===== config.mk =====
export PLATFORM = sky130hd
export DESIGN_NAME = bz2_emitter_flat
export DESIGN_NICKNAME = d
export VERILOG_FILES = /design/src/bz2_pkg.sv /design/src/bz2_if.sv /design/src/bz2_emitter.sv /design/src/flat_wrapper.sv
export SDC_FILE = /design/constraint.sdc
export NUM_CORES = 1
export LEC_CHECK = 0
export ABC_AREA = 1
export BUFFER_PORTS_ARGS = -buffer_cell sky130_fd_sc_hd__buf_4
export CORE_MARGIN = 8
export CORE_UTILIZATION = 44
export DETAILED_ROUTE_END_ITERATION = 8
export HOLD_SLACK_MARGIN = 0.1
export PLACE_DENSITY = 0.75
export SLEW_MARGIN = 20
export SYNTH_ARGS = -nofsm -noshare
export SYNTH_HDL_FRONTEND = slang
export SYNTH_SLANG_ARGS = --single-unit

===== constraint.sdc =====
create_clock -name clk -period 1.12 [get_ports clk]
set_input_delay 0.056 -clock clk [delete_from_list [all_inputs] [get_ports clk]]
set_output_delay 0.056 -clock clk [all_outputs]
set_load 0.05 [all_outputs]

===== src/bz2_pkg.sv =====
// Package with the types, constants and helper functions of the 2x bilinear zoom block.
package bz2_pkg;

	localparam int MAX_COLS  = 1024;
	localparam int MAX_ROWS  = 1024;
	localparam int COL_W     = $clog2(MAX_COLS);
	localparam int ROW_W     = $clog2(MAX_ROWS);
	localparam int SIZE_W    = 11;
	localparam int COORD_W   = 11;
	localparam int PIX_W     = 8;
	localparam int CFG_IDX_W = 4;
	localparam int NRES      = 4;
	localparam int SLOT_W    = $clog2(NRES);

	typedef logic [PIX_W-1:0]     pix_t;
	typedef logic [SIZE_W-1:0]    size_t;
	typedef logic [COORD_W-1:0]   coord_t;
	typedef logic [CFG_IDX_W-1:0] cfg_idx_t;
	typedef logic [SLOT_W-1:0]    slot_t;
	typedef logic [COL_W-1:0]     col_t;
	typedef logic [ROW_W-1:0]     row_t;

	// Configuration register indexes.
	localparam cfg_idx_t REG_IMAGE_ROWS = cfg_idx_t'(0);
	localparam cfg_idx_t REG_IMAGE_COLS = cfg_idx_t'(1);

	localparam size_t MAX_COLS_SZ = size_t'(MAX_COLS);
	localparam size_t MAX_ROWS_SZ = size_t'(MAX_ROWS);

	// Result slots of one source pixel, in emission order.
	localparam slot_t SLOT_UL  = slot_t'(0); // (2r-1, 2c-1)
	localparam slot_t SLOT_UP  = slot_t'(1); // (2r-1, 2c)
	localparam slot_t SLOT_LF  = slot_t'(2); // (2r,   2c-1)
	localparam slot_t SLOT_CUR = slot_t'(3); // (2r,   2c)

	// Everything the result sequencer needs to emit the results of one item.
	typedef struct packed {
		logic [NRES-1:0]  mask;
		row_t             r;
		col_t             c;
		logic             img_end;
		pix_t [NRES-1:0]  px;
	} em_load_t;

	function automatic size_t eff_size(size_t v, size_t maxv);
		size_t res;
		if (v == '0) begin
			res = size_t'(1);
		end else if (v > maxv) begin
			res = maxv;
		end else begin
			res = v;
		end
		return res;
	endfunction

	function automatic pix_t avg2(pix_t a, pix_t b);
		logic [PIX_W:0] s;
		s = {1'b0, a} + {1'b0, b} + (PIX_W+1)'(1);
		return s[PIX_W:1];
	endfunction

endpackage


===== src/bz2_if.sv =====


interface bz2_res_if import bz2_pkg::*; ();
	logic   valid;
	logic   ready;
	coord_t out_row;
	coord_t out_col;
	pix_t   pixel_out;
	logic   last_of_run;
	logic   end_of_image;

	modport source (output valid, output out_row, output out_col, output pixel_out,
		output last_of_run, output end_of_image, input ready);
	modport sink (input valid, input out_row, input out_col, input pixel_out,
		input last_of_run, input end_of_image, output ready);
endinterface



===== src/bz2_emitter.sv =====
// Result sequencer: holds the results of one item and hands them out one per cycle while the result channel is ready.
module bz2_emitter import bz2_pkg::*; (
	input  logic     clk,
	input  logic     arst_n,
	input  logic     load,
	input  em_load_t ld,
	output logic     free,
	bz2_res_if.source res
);

	logic [NRES-1:0] mask_q;
	row_t            r_q;
	col_t            c_q;
	logic            img_end_q;
	pix_t [NRES-1:0] px_q;

	slot_t           sel;
	logic [NRES-1:0] rest;
	logic            last;
	logic            take;
	coord_t          row_base;
	coord_t          col_base;

	always_comb begin
		sel = SLOT_CUR;
		for (int i = NRES - 1; i >= 0; i--) begin
			if (mask_q[i]) begin
				sel = slot_t'(i);
			end
		end
		rest = mask_q;
		rest[sel] = 1'b0;
		last = (rest == '0);
	end

	assign row_base = coord_t'({r_q, 1'b0});
	assign col_base = coord_t'({c_q, 1'b0});

	assign res.valid        = |mask_q;
	assign res.pixel_out    = px_q[sel];
	assign res.last_of_run  = last;
	assign res.end_of_image = last && img_end_q;
	assign res.out_row      = (sel == SLOT_UL || sel == SLOT_UP) ?
		row_base - coord_t'(1) : row_base;
	assign res.out_col      = (sel == SLOT_UL || sel == SLOT_LF) ?
		col_base - coord_t'(1) : col_base;

	assign take = res.valid && res.ready;
	assign free = (mask_q == '0) || (take && last);

	always_ff @(posedge clk or negedge arst_n) begin
		if (!arst_n) begin
			mask_q <= '0;
		end else if (load) begin
			mask_q <= ld.mask;
		end else if (take) begin
			mask_q <= rest;
		end
	end

	always_ff @(posedge clk) begin
		if (load) begin
			r_q       <= ld.r;
			c_q       <= ld.c;
			img_end_q <= ld.img_end;
			px_q      <= ld.px;
		end
	end

endmodule


===== src/flat_wrapper.sv =====
// flat-port wrapper written by rule: the top's interface ports become plain ports
module bz2_emitter_flat import bz2_pkg::*;
  (clk, arst_n, load, ld, free, res_valid, res_out_row, res_out_col, res_pixel_out, res_last_of_run, res_end_of_image, res_ready);
  bz2_res_if res_i ();
  input  logic clk;
  input  logic arst_n;
  input  logic load;
  input  em_load_t ld;
  output logic free;
  output wire logic [$bits(res_i.valid)-1:0] res_valid;
  output wire logic [$bits(res_i.out_row)-1:0] res_out_row;
  output wire logic [$bits(res_i.out_col)-1:0] res_out_col;
  output wire logic [$bits(res_i.pixel_out)-1:0] res_pixel_out;
  output wire logic [$bits(res_i.last_of_run)-1:0] res_last_of_run;
  output wire logic [$bits(res_i.end_of_image)-1:0] res_end_of_image;
  input wire logic [$bits(res_i.ready)-1:0] res_ready;
  assign res_valid = res_i.valid;
  assign res_out_row = res_i.out_row;
  assign res_out_col = res_i.out_col;
  assign res_pixel_out = res_i.pixel_out;
  assign res_last_of_run = res_i.last_of_run;
  assign res_end_of_image = res_i.end_of_image;
  assign res_i.ready = res_ready;
  bz2_emitter u_core (.clk(clk), .arst_n(arst_n), .load(load), .ld(ld), .free(free), .res(res_i));
endmodule

==> reports/results.txt, run 1 <==
Post-synthesis sequential area ratio: 65.9%. Area share of the largest cell type after synthesis: 62.0%. The synthesized area per cell is 11.4 um^2, and the number of flops mapped to enable cells by yosys is 53. The run gives 44.4% as the initial core utilization. During I/O placement, the number of pins put on the boundary was 95. After detailed placement, the total cell area comes to 4120 um^2. After global-route timing repair, the worst endpoint was res_out_row[9].

Routability-driven placement congestion ratio: 0.763. By area the synthesized netlist is led by edfxtp_1 (62%), nand2_1 (5.8%), dfrtp_1 (3.9%). The total standard cell area after synthesis is 2570 um^2. The flow stopped in 5_1_grt. The logs give 0 for the number of antenna violations at the first check in global routing and 26 for the pin count of the biggest net entering global routing. Clock tree synthesis found a total of 57 sinks.

The net count after synthesis was 289; the number of port buffers was 94. The flow did not finish. Synthesis produced 226 cells. Clock tree synthesis inserted a total of 9 buffers. The number of cell rows is 28. Die boundary width: 92.4 um. After synthesis the netlist holds a flip-flop and latch count of 57.

Library cell occupying the most area in the post-synthesis netlist: edfxtp_1. The run gives 0 as the number of warnings printed during yosys synthesis. Counting instances in the post-synthesis netlist gives the leading cell types as edfxtp_1 (53), nand2_1 (40), nor2_1 (24).

The first error in the log reads "[ERROR DPL-0033] detailed placement checks failed during check placement". By instance count, the leading cell after synthesis is edfxtp_1. After legalization and detailed placement, the total HPWL measured 5110 um. The chip height was 92.4 um. Category of the worst endpoint: a top-level output.

For this run, asynchronously set or reset flops after synthesis account for 7.02%. The number of distinct standard cells referenced by the synthesized netlist came out at 28. Among all flip-flop cells after synthesis, the most frequent one is edfxtp_1. The number of buffers on the longest clock path was 2; the H-tree depth was 3. The clock root buffer is clkbuf_8.

For the post-place setup slack, the log shows -0.397 ns.
[per-stage QoR]
| stage | util, % | setup TNS [ns] | std cells | hold slack [ns] |
|---|---|---|---|---|
| CTS | 91.5 | -19.89 | 526 | 0.129 |
| detailed placement | 71.2 | -10.69 | 438 | -0.145 |
| global placement | 71.2 | -9.36 | 438 | -0.146 |
| floorplan | - | -12.08 | 226 | -0.240 |
[logic make-up after synthesis]
group           synth area share [%]
compound gates                  8.62
flops                           65.9
xor+xnor                        3.75
simple gates                    15.6
fa+ha+maj                      0.974
buf+inv                         5.21
[repair_timing]
action | 4_1_cts
endpoints found under the hold margin | 61
hold buffers | 60
setup buffers | 16
resized for setup | 89
pin swaps | 16
cloned | 1
endpoints found under the setup margin | 38
==> run 2: changes to the inputs <==
- CORE_UTILIZATION: 44 -> 40
- HOLD_SLACK_MARGIN: 0.1 -> unset
- PLACE_DENSITY: 0.75 -> unset
- PLACE_DENSITY_LB_ADDON: unset -> 0.15
- clock period: 1.12 -> 1.5 ns (I/O delays scaled with it)
==> reports/results.txt, run 2 <==
The run finished, with violations left. The checks that failed: negative setup slack. More flip-flops sit in one register than any other, and that register is u_core.px_q. After detailed routing, the average wire length per cell comes to 16.1 um.

Yosys printed 0 warnings. The primary flip-flop cell chosen by synthesis mapping is edfxtp_1. After detailed routing, the number of vias per cell comes to 4.76. After synthesis, the netlist uses 28 different library cells.

In the layout the commonest cells are buf_4 (90), dlygate4sd3_1 (56), edfxtp_1 (53). For this run, the top clock speed supported by timing is 0.539 GHz. The top fanout value on the critical path was 5.

After global routing the overflow that remains totals 0. The detailed router put a total of 2960 um of wire on met1. The run gives 0 as the final number of hold-violating endpoints. The worst pin sits at a relative slew slack of 70.7%.

The transition at the pin with the smallest max-transition slack is 0.439 ns, and the number of global-route vias before repair is 2,598. The area share of the largest cell type after synthesis is 62.0%. The logs give 1.42 ns for the required time reported for the critical path endpoint and 2570 um^2 for the total standard cell area after synthesis. Register-to-register setup slack: -0.08 ns. The class of the most critical hold timing path was input pin to async pin. Setup violations remaining at the end of the flow were counted as 36. The first-pass GRT wire length is 12,100 um, and the chip height is 96.1 um. The clock latency of the later-clocked register in the worst-skew pair is 0.33 ns. The async set or reset register ratio after synthesis was 7.02%; the fraction of power consumed by sequential logic was 36.3%. The number of flops mapped to enable cells by yosys is 53, and the antenna cell count is 0. Ranked by total cell area, the synthesized netlist is headed by edfxtp_1 (62%), nand2_1 (5.8%), dfrtp_1 (3.9%). Setup repair after global routing could not meet its margin everywhere. The clock tree synthesis step divided the H-tree into 3 levels. The finished layout holds 510 standard cells, fillers aside. The run gives 4 as the length of the first detailed-routing pass in iterations. The worst setup path is captured at a primary output. In this run the power density over the cells is 1050 nW/um^2. In this run the critical register-to-register path is launched from u_core.mask_q[0]. The net count of the finished layout is 491. For this block, the initial DRC count from the detailed router was 172.

The sum of met3 wire segment lengths after detailed routing is 491 um. The number of nets in the synthesized netlist is 289. In this run the remaining antenna-violating nets after routing total 0. The run gives 1.33 mV as the worst supply voltage drop on vdd.

After detailed routing, the met2 layer carries 4670 um of wire. Counting flops and latches in the post-synthesis netlist gives 57. The run gives 0.792 as the routability-driven placement congestion ratio. In this run switching power makes up 32.6% of total power. The post-place setup slack came out at -0.0433 ns. Summed over all instances, the cell type with the most area after synthesis is edfxtp_1. Including well taps, the total number of placed cells is 417. The number of antenna violations at the first check in global routing came out at 0.

TritonCTS built the clock tree. The capture instance of the worst register-to-register path is u_core.mask_q[3]. Pin placement for this block handled 95 I/O pins. The tools report the number of buffers inserted during clock tree synthesis as 9. Internal power comes to 3.66 mW.

The final total power was 5.43 mW. The register with the most flip-flops in the layout has 32 of them. The fraction of final layout cells sized beyond drive strength 1 came out at 55.0%. The tools report the area of the die as 9240 um^2.

Synthesized instance count: 226. The most common cell in the synthesized netlist is edfxtp_1. Of the total power, combinational logic draws 35.6%. The number of max-cap violations was 0.

Across the routed clock network, the largest skew measured is 0.00797 ns. The run gives 34 as the pin count of the biggest net entering global routing. The worst setup path is launched from a register. Leaving out fill and tap cells, the most frequent cell in the layout is buf_4. Final hold analysis gives a worst-case slack of 0.126 ns. In the global route stage, overall resource usage came out at 17.6%. The core region is 6280 um^2.

In the final layout, the registers with the most flip-flops are u_core.px_q x32, u_core.c_q x10, u_core.r_q x10. Port buffering added 94 buffers. The tools report the final number of max-transition violations as 0. The HPWL after detailed placement is 4880 um. The layout overhead on the synthesized area was 101%.

The highest metal layer carrying signal wires in the routed design is met4. The clock network is responsible for 28.1% of the overall power. Of the synthesized area, sequential elements account for 65.9%. The type of the worst setup path is register to primary output.

Post-route minimum period: 1.86 ns. For this design the total switching power over the nets is 1.77 mW. Summed over all cells, the static leakage comes to 2.17 nW. Period utilization: 124%. Once the floorplan was initialized, standard cells occupied 40.9% of the core. The clock-pin slew reported for the worst setup and hold paths after clock tree synthesis came out at 0.07 ns. The tools report the critical path arrival as 1.78 ns. Sorting the synthesized cells by how often they occur yields edfxtp_1 (53), nand2_1 (40), nor2_1 (24). The cell count of the worst reg-to-reg path was 9. The detailed router placed 2,427 vias in this run. For the total clock sinks, the log shows 57. A synthesized cell averages 11.4 um^2. The clock root buffer is clkbuf_8. In this run the deepest clock path goes through 2 buffers. The die is 96.1 um wide. After detailed routing, the number of remaining DRC violations is 0.

The logs give -0.355 ns for the worst path setup slack after routing and 8210 um for the sum of routed wire length over all layers. In this run the core area contains 29 standard-cell rows.
[run 2: per-stage QoR]
stage	utilization, %	TNS [ns]	area, um^2
global route	82.1	-11.34	5150
floorplan	-	-2.85	2770
global placement	59.3	-0.0259	3720
finish	82.1	-8.37	5150
detailed placement	59.3	-0.129	3720
CTS	78.1	-6.67	4900
[run 2: cell type report]
cell class | count | area [um^2]
Tap cell | 77 | 96.3
Clock inverter | 6 | 82.6
Clock buffer | 10 | 128
Fill cell | 329 | 1120
Timing Repair Buffer | 196 | 1860
Multi-Input combinational cell | 139 | 1170
Inverter | 25 | 114
Sequential cell | 57 | 1690
[run 2: how the worst max path moves through the flow]
| stage | start | to | slack (ns) | cells past startpoint |
|---|---|---|---|---|
| 2_1_floorplan | u_core.mask_q[2] | res_pixel_out[5] | -0.37 | 5 |
| 3_3_place_gp | u_core.c_q[0] | res_out_col[7] | -0.01 | 8 |
| 3_5_place_dp | u_core.mask_q[1] | res_out_col[6] | -0.04 | 6 |
| 4_1_cts | u_core.r_q[1] | res_out_row[10] | -0.28 | 9 |
| 5_1_grt | u_core.mask_q[0] | res_out_row[7] | -0.44 | 8 |
| 6_report | u_core.mask_q[0] | res_out_row[7] | -0.36 | 8 |
[run 2: cells by family after synthesis]
family | after synthesis | share of synthesized area (%)
adder cells (fa/ha/maj) | 2 | 0.974
flip-flops | 57 | 65.9
AO/OA/AOI/OAI | 36 | 8.62
XOR/XNOR | 11 | 3.75
buffers and inverters | 30 | 5.21
AND/OR/NAND/NOR | 90 | 15.6
[run 2: what timing repair did]
item	4_1_cts	5_1_grt
buffers inserted	12	9
setup endpoints to repair	34	36
pin swaps	19	15
gates resized for setup	82	41
hold buffers	56	0
endpoints found under the hold margin	59	0
gates cloned	1	0
[run 2: worst max-delay path, stage by stage, from the launching register on]
cell and delay, ns:
dfrtp_1 0.43, buf_6 0.14, nor2_4 0.18, buf_6 0.14, nor2_4 0.03, nand4_1 0.07
buf_6 0.15, xor2_4 0.15, buf_6 0.17
[run 2: metal layers]
metal  global-route usage (%)  up-vias
li1                         -     1176
met3                     5.15       13
met1                     18.0     1158
met2                     33.2       80
met4                     5.51        0
met5                        0        -
[run 2: power groups by stage]
stage	sequential, mW	combinational (mW)	clock, mW
after global placement	1.98	1.42	0
final	1.97	1.93	1.52
after CTS	1.96	1.80	1.54
after floorplan	1.97	0.908	0
after detailed placement	1.98	1.43	0
after global routing	1.98	2.03	1.62
(Power assumes the default switching activity.)
==> run 3: changes to the inputs <==
- MAX_ROUTING_LAYER: unset -> met4
- clock period: 1.5 -> 2 ns (I/O delays scaled with it)
==> reports/results.txt, run 3 (same netlist as run 2, synthesis figures left out) <==
The worst register-to-register path has a setup slack of 0.50 ns. The top fanout value on the critical path was 3; the post-route minimum period was 1.89 ns. The logs give 38.5% for the fraction of power consumed by sequential logic and 9240 um^2 for the area of the die. Final number of hold-violating endpoints: 0. TritonCTS built the clock tree. The transition at the pin with the smallest max-transition slack is 0.507 ns, and the boundary pin count is 95. The tools report the global route total overflow as 0. For the initial core utilization, the log shows 40.9%. Placed instance count: 396. The chip height is 96.1 um, and the die boundary width is 96.1 um. The area of the multi-input gates is 748 um^2.

The kind of launch point of the worst setup path was a register. The top layer used by detailed routing was met4. The fraction of final layout cells sized beyond drive strength 1 was 34.0%. After clock tree synthesis, the clock-pin slew on the worst setup and hold paths is 0.06 ns. The worst setup path is captured at a primary output. Utilization after layout: 67.3%. For this design the static power due to leakage is 1.81 nW. In this run, the clock network consumes 33.3% of the power. Between clock sinks in the finished design, the worst skew comes to 0.00560 ns. The highest achievable clock rate is 0.529 GHz, and the sum of met3 wire segment lengths after detailed routing is 404 um. In the routed layout, each cell is associated on average with a via count of 4.68. The area used by sequential logic in the layout is 1690 um^2. For the number of nets in the layout, the log shows 452. The later pin in the worst-skew pair is clocked with a latency of 0.33 ns.

VDD sags by at most 0.605 mV. The top cell types in the final layout, fill and taps aside, are buf_4 (99), dlygate4sd3_1 (55), edfxtp_1 (53). Once detailed placement completed, the half-perimeter wirelength came to 4720 um.

The tools report the number of global-route vias before repair as 2,384. For this block, the initial DRC count from the detailed router was 131. Summed over all nets, the switching power comes to 1.16 mW. For the worst setup path, the data required time is 1.90 ns.

The setup total negative slack was 0 ns; the routed wire length per instance was 14.4 um. Power spread over the standard cell area amounts to 901 nW/um^2. The antenna cell count came out at 0. In the post-route analysis, the smallest setup slack over all paths is 0.110 ns.

The logs give 0.773 for the routability-driven placement congestion ratio and 4 for the length of the first detailed-routing pass in iterations. Setup repair after global routing could not meet its margin everywhere. The tools report the H-tree depth as 3. Setup violations remaining at the end of the flow were counted as 0. For this block, the via count after detailed routing is 2,206. The critical path is of the register to primary output type. Buffers inserted during clock tree synthesis total 9. Timing analysis after detailed placement gives a worst setup slack of 0.301 ns. The tightest min-delay check is of the input pin to register type. The final number of max-transition violations was 0; the design internal power was 2.65 mW. In this run the core area contains 29 standard-cell rows.

The tightest hold path in the finished design has a slack of 0.0339 ns. The tools report the total track usage as 15.7%. The detail route stage leaves a number of antenna-violating nets equal to 0. The register with the most flip-flops in the layout has 32 of them. The number of port buffers is 94. The area growth from synthesis to layout is 64.3%. Entering global routing, the biggest net connects 40 pins. Wire segments on met2 add up to 3660 um in the final route. The worst pin sits at a relative slew slack of 66.2%.

The total clock sinks was 57. The first global-routing pass estimated 10,600 um of wire. Fill cells in the final layout number 494. Leaving out fill and tap cells, the most frequent cell in the layout is buf_4. The number of antenna violations at the first check in global routing was 0.

The region available for standard cell placement spans 6280 um^2. The count of cells in the finished layout, fillers not included, comes to 471. The largest registers in the layout are u_core.px_q x32, u_core.c_q x10, u_core.r_q x10. The run finished with clean final reports.

Across the run, the number of max-cap violations was 0. Ranked by flip-flop count, first place goes to u_core.px_q. In this run switching power makes up 30.4% of total power. Counting along the longest clock path gives a buffer depth of 2.

The combinational share of power is 28.2%. The sum of routed wire length over all layers is 6800 um. The tools report the clock root buffer as clkbuf_8. For the worst setup path, the data arrival time is 1.79 ns. The post-route DRC violation count was 0; the total routed wire length on the met1 layer was 2600 um. Of the available clock period, the critical path in the final layout requires 94.5%.
## run 3: changes by cell type in the layout (fill, tap and decap cells not counted), sizes merged
cell / change
inv: +2
buf: -38
clkinv: -3
dlygate4sd3: -1
clkbuf: +1
clkinvlp: -1
bufinv: +1
## run 3: worst paths after layout
kind,depth (start not counted),end,start
setup / recovery,8,res_out_col[7],u_core.c_q[0]
hold / removal,2,u_core.mask_q[2],ld[55]
setup reg to reg,8,u_core.mask_q[1],u_core.mask_q[1]
hold reg to reg,2,u_core.mask_q[3],u_core.mask_q[3]
max in group asynchronous,2,u_core.mask_q[1],arst_n
min in group asynchronous,2,u_core.mask_q[3],arst_n
## run 3: power by group through the flow
stage | logic (mW) | registers [mW] | clock network, mW
3_5_place_dp | 0.956 | 1.49 | 0
4_1_cts | 1.08 | 1.46 | 1.30
3_3_place_gp | 0.951 | 1.48 | 0
6_report | 1.07 | 1.46 | 1.27
5_1_grt | 1.14 | 1.47 | 1.34
2_1_floorplan | 0.617 | 1.47 | 0
## run 3: repair_timing
action / in CTS / in global routing
setup endpoints to repair: 1 / 5
pin swaps: 1 / 0
gates resized for setup: 0 / 5
hold buffers: 55 / 0
endpoints found under the hold margin: 58 / 0
buffers inserted: 4 / 0
## run 3: critical path, cell delays in order, from the launching register on
cell      delay, ns
edfxtp_1       0.40
inv_1          0.12
ha_1           0.20
nand2_1        0.06
nor2_1         0.11
nand3_1        0.13
o21ai_0        0.18
o21ai_1        0.08
buf_4          0.19
## run 3: per-stage QoR
step	area, um^2	total power [mW]
after global placement	3370	2.44
final	4220	3.80
after CTS	4210	3.84
after floorplan	2570	2.09
after global routing	4220	3.95
after detailed placement	3370	2.44
## run 3: area by class of cell
cell class	count	area share (%)
flip-flops and latches	57	40.1
multi-input cells	139	17.7
clock inverters	5	2.46
clock buffers	11	3.11
inverters	25	2.22
repair buffers	157	32.1
well taps	77	2.28
## run 3: layer usage
metal	vias to the layer above	global-route usage, %
met5	-	-
met4	0	7.81
met3	14	3.98
met2	83	26.9
met1	1004	16.5
li1	1105	-
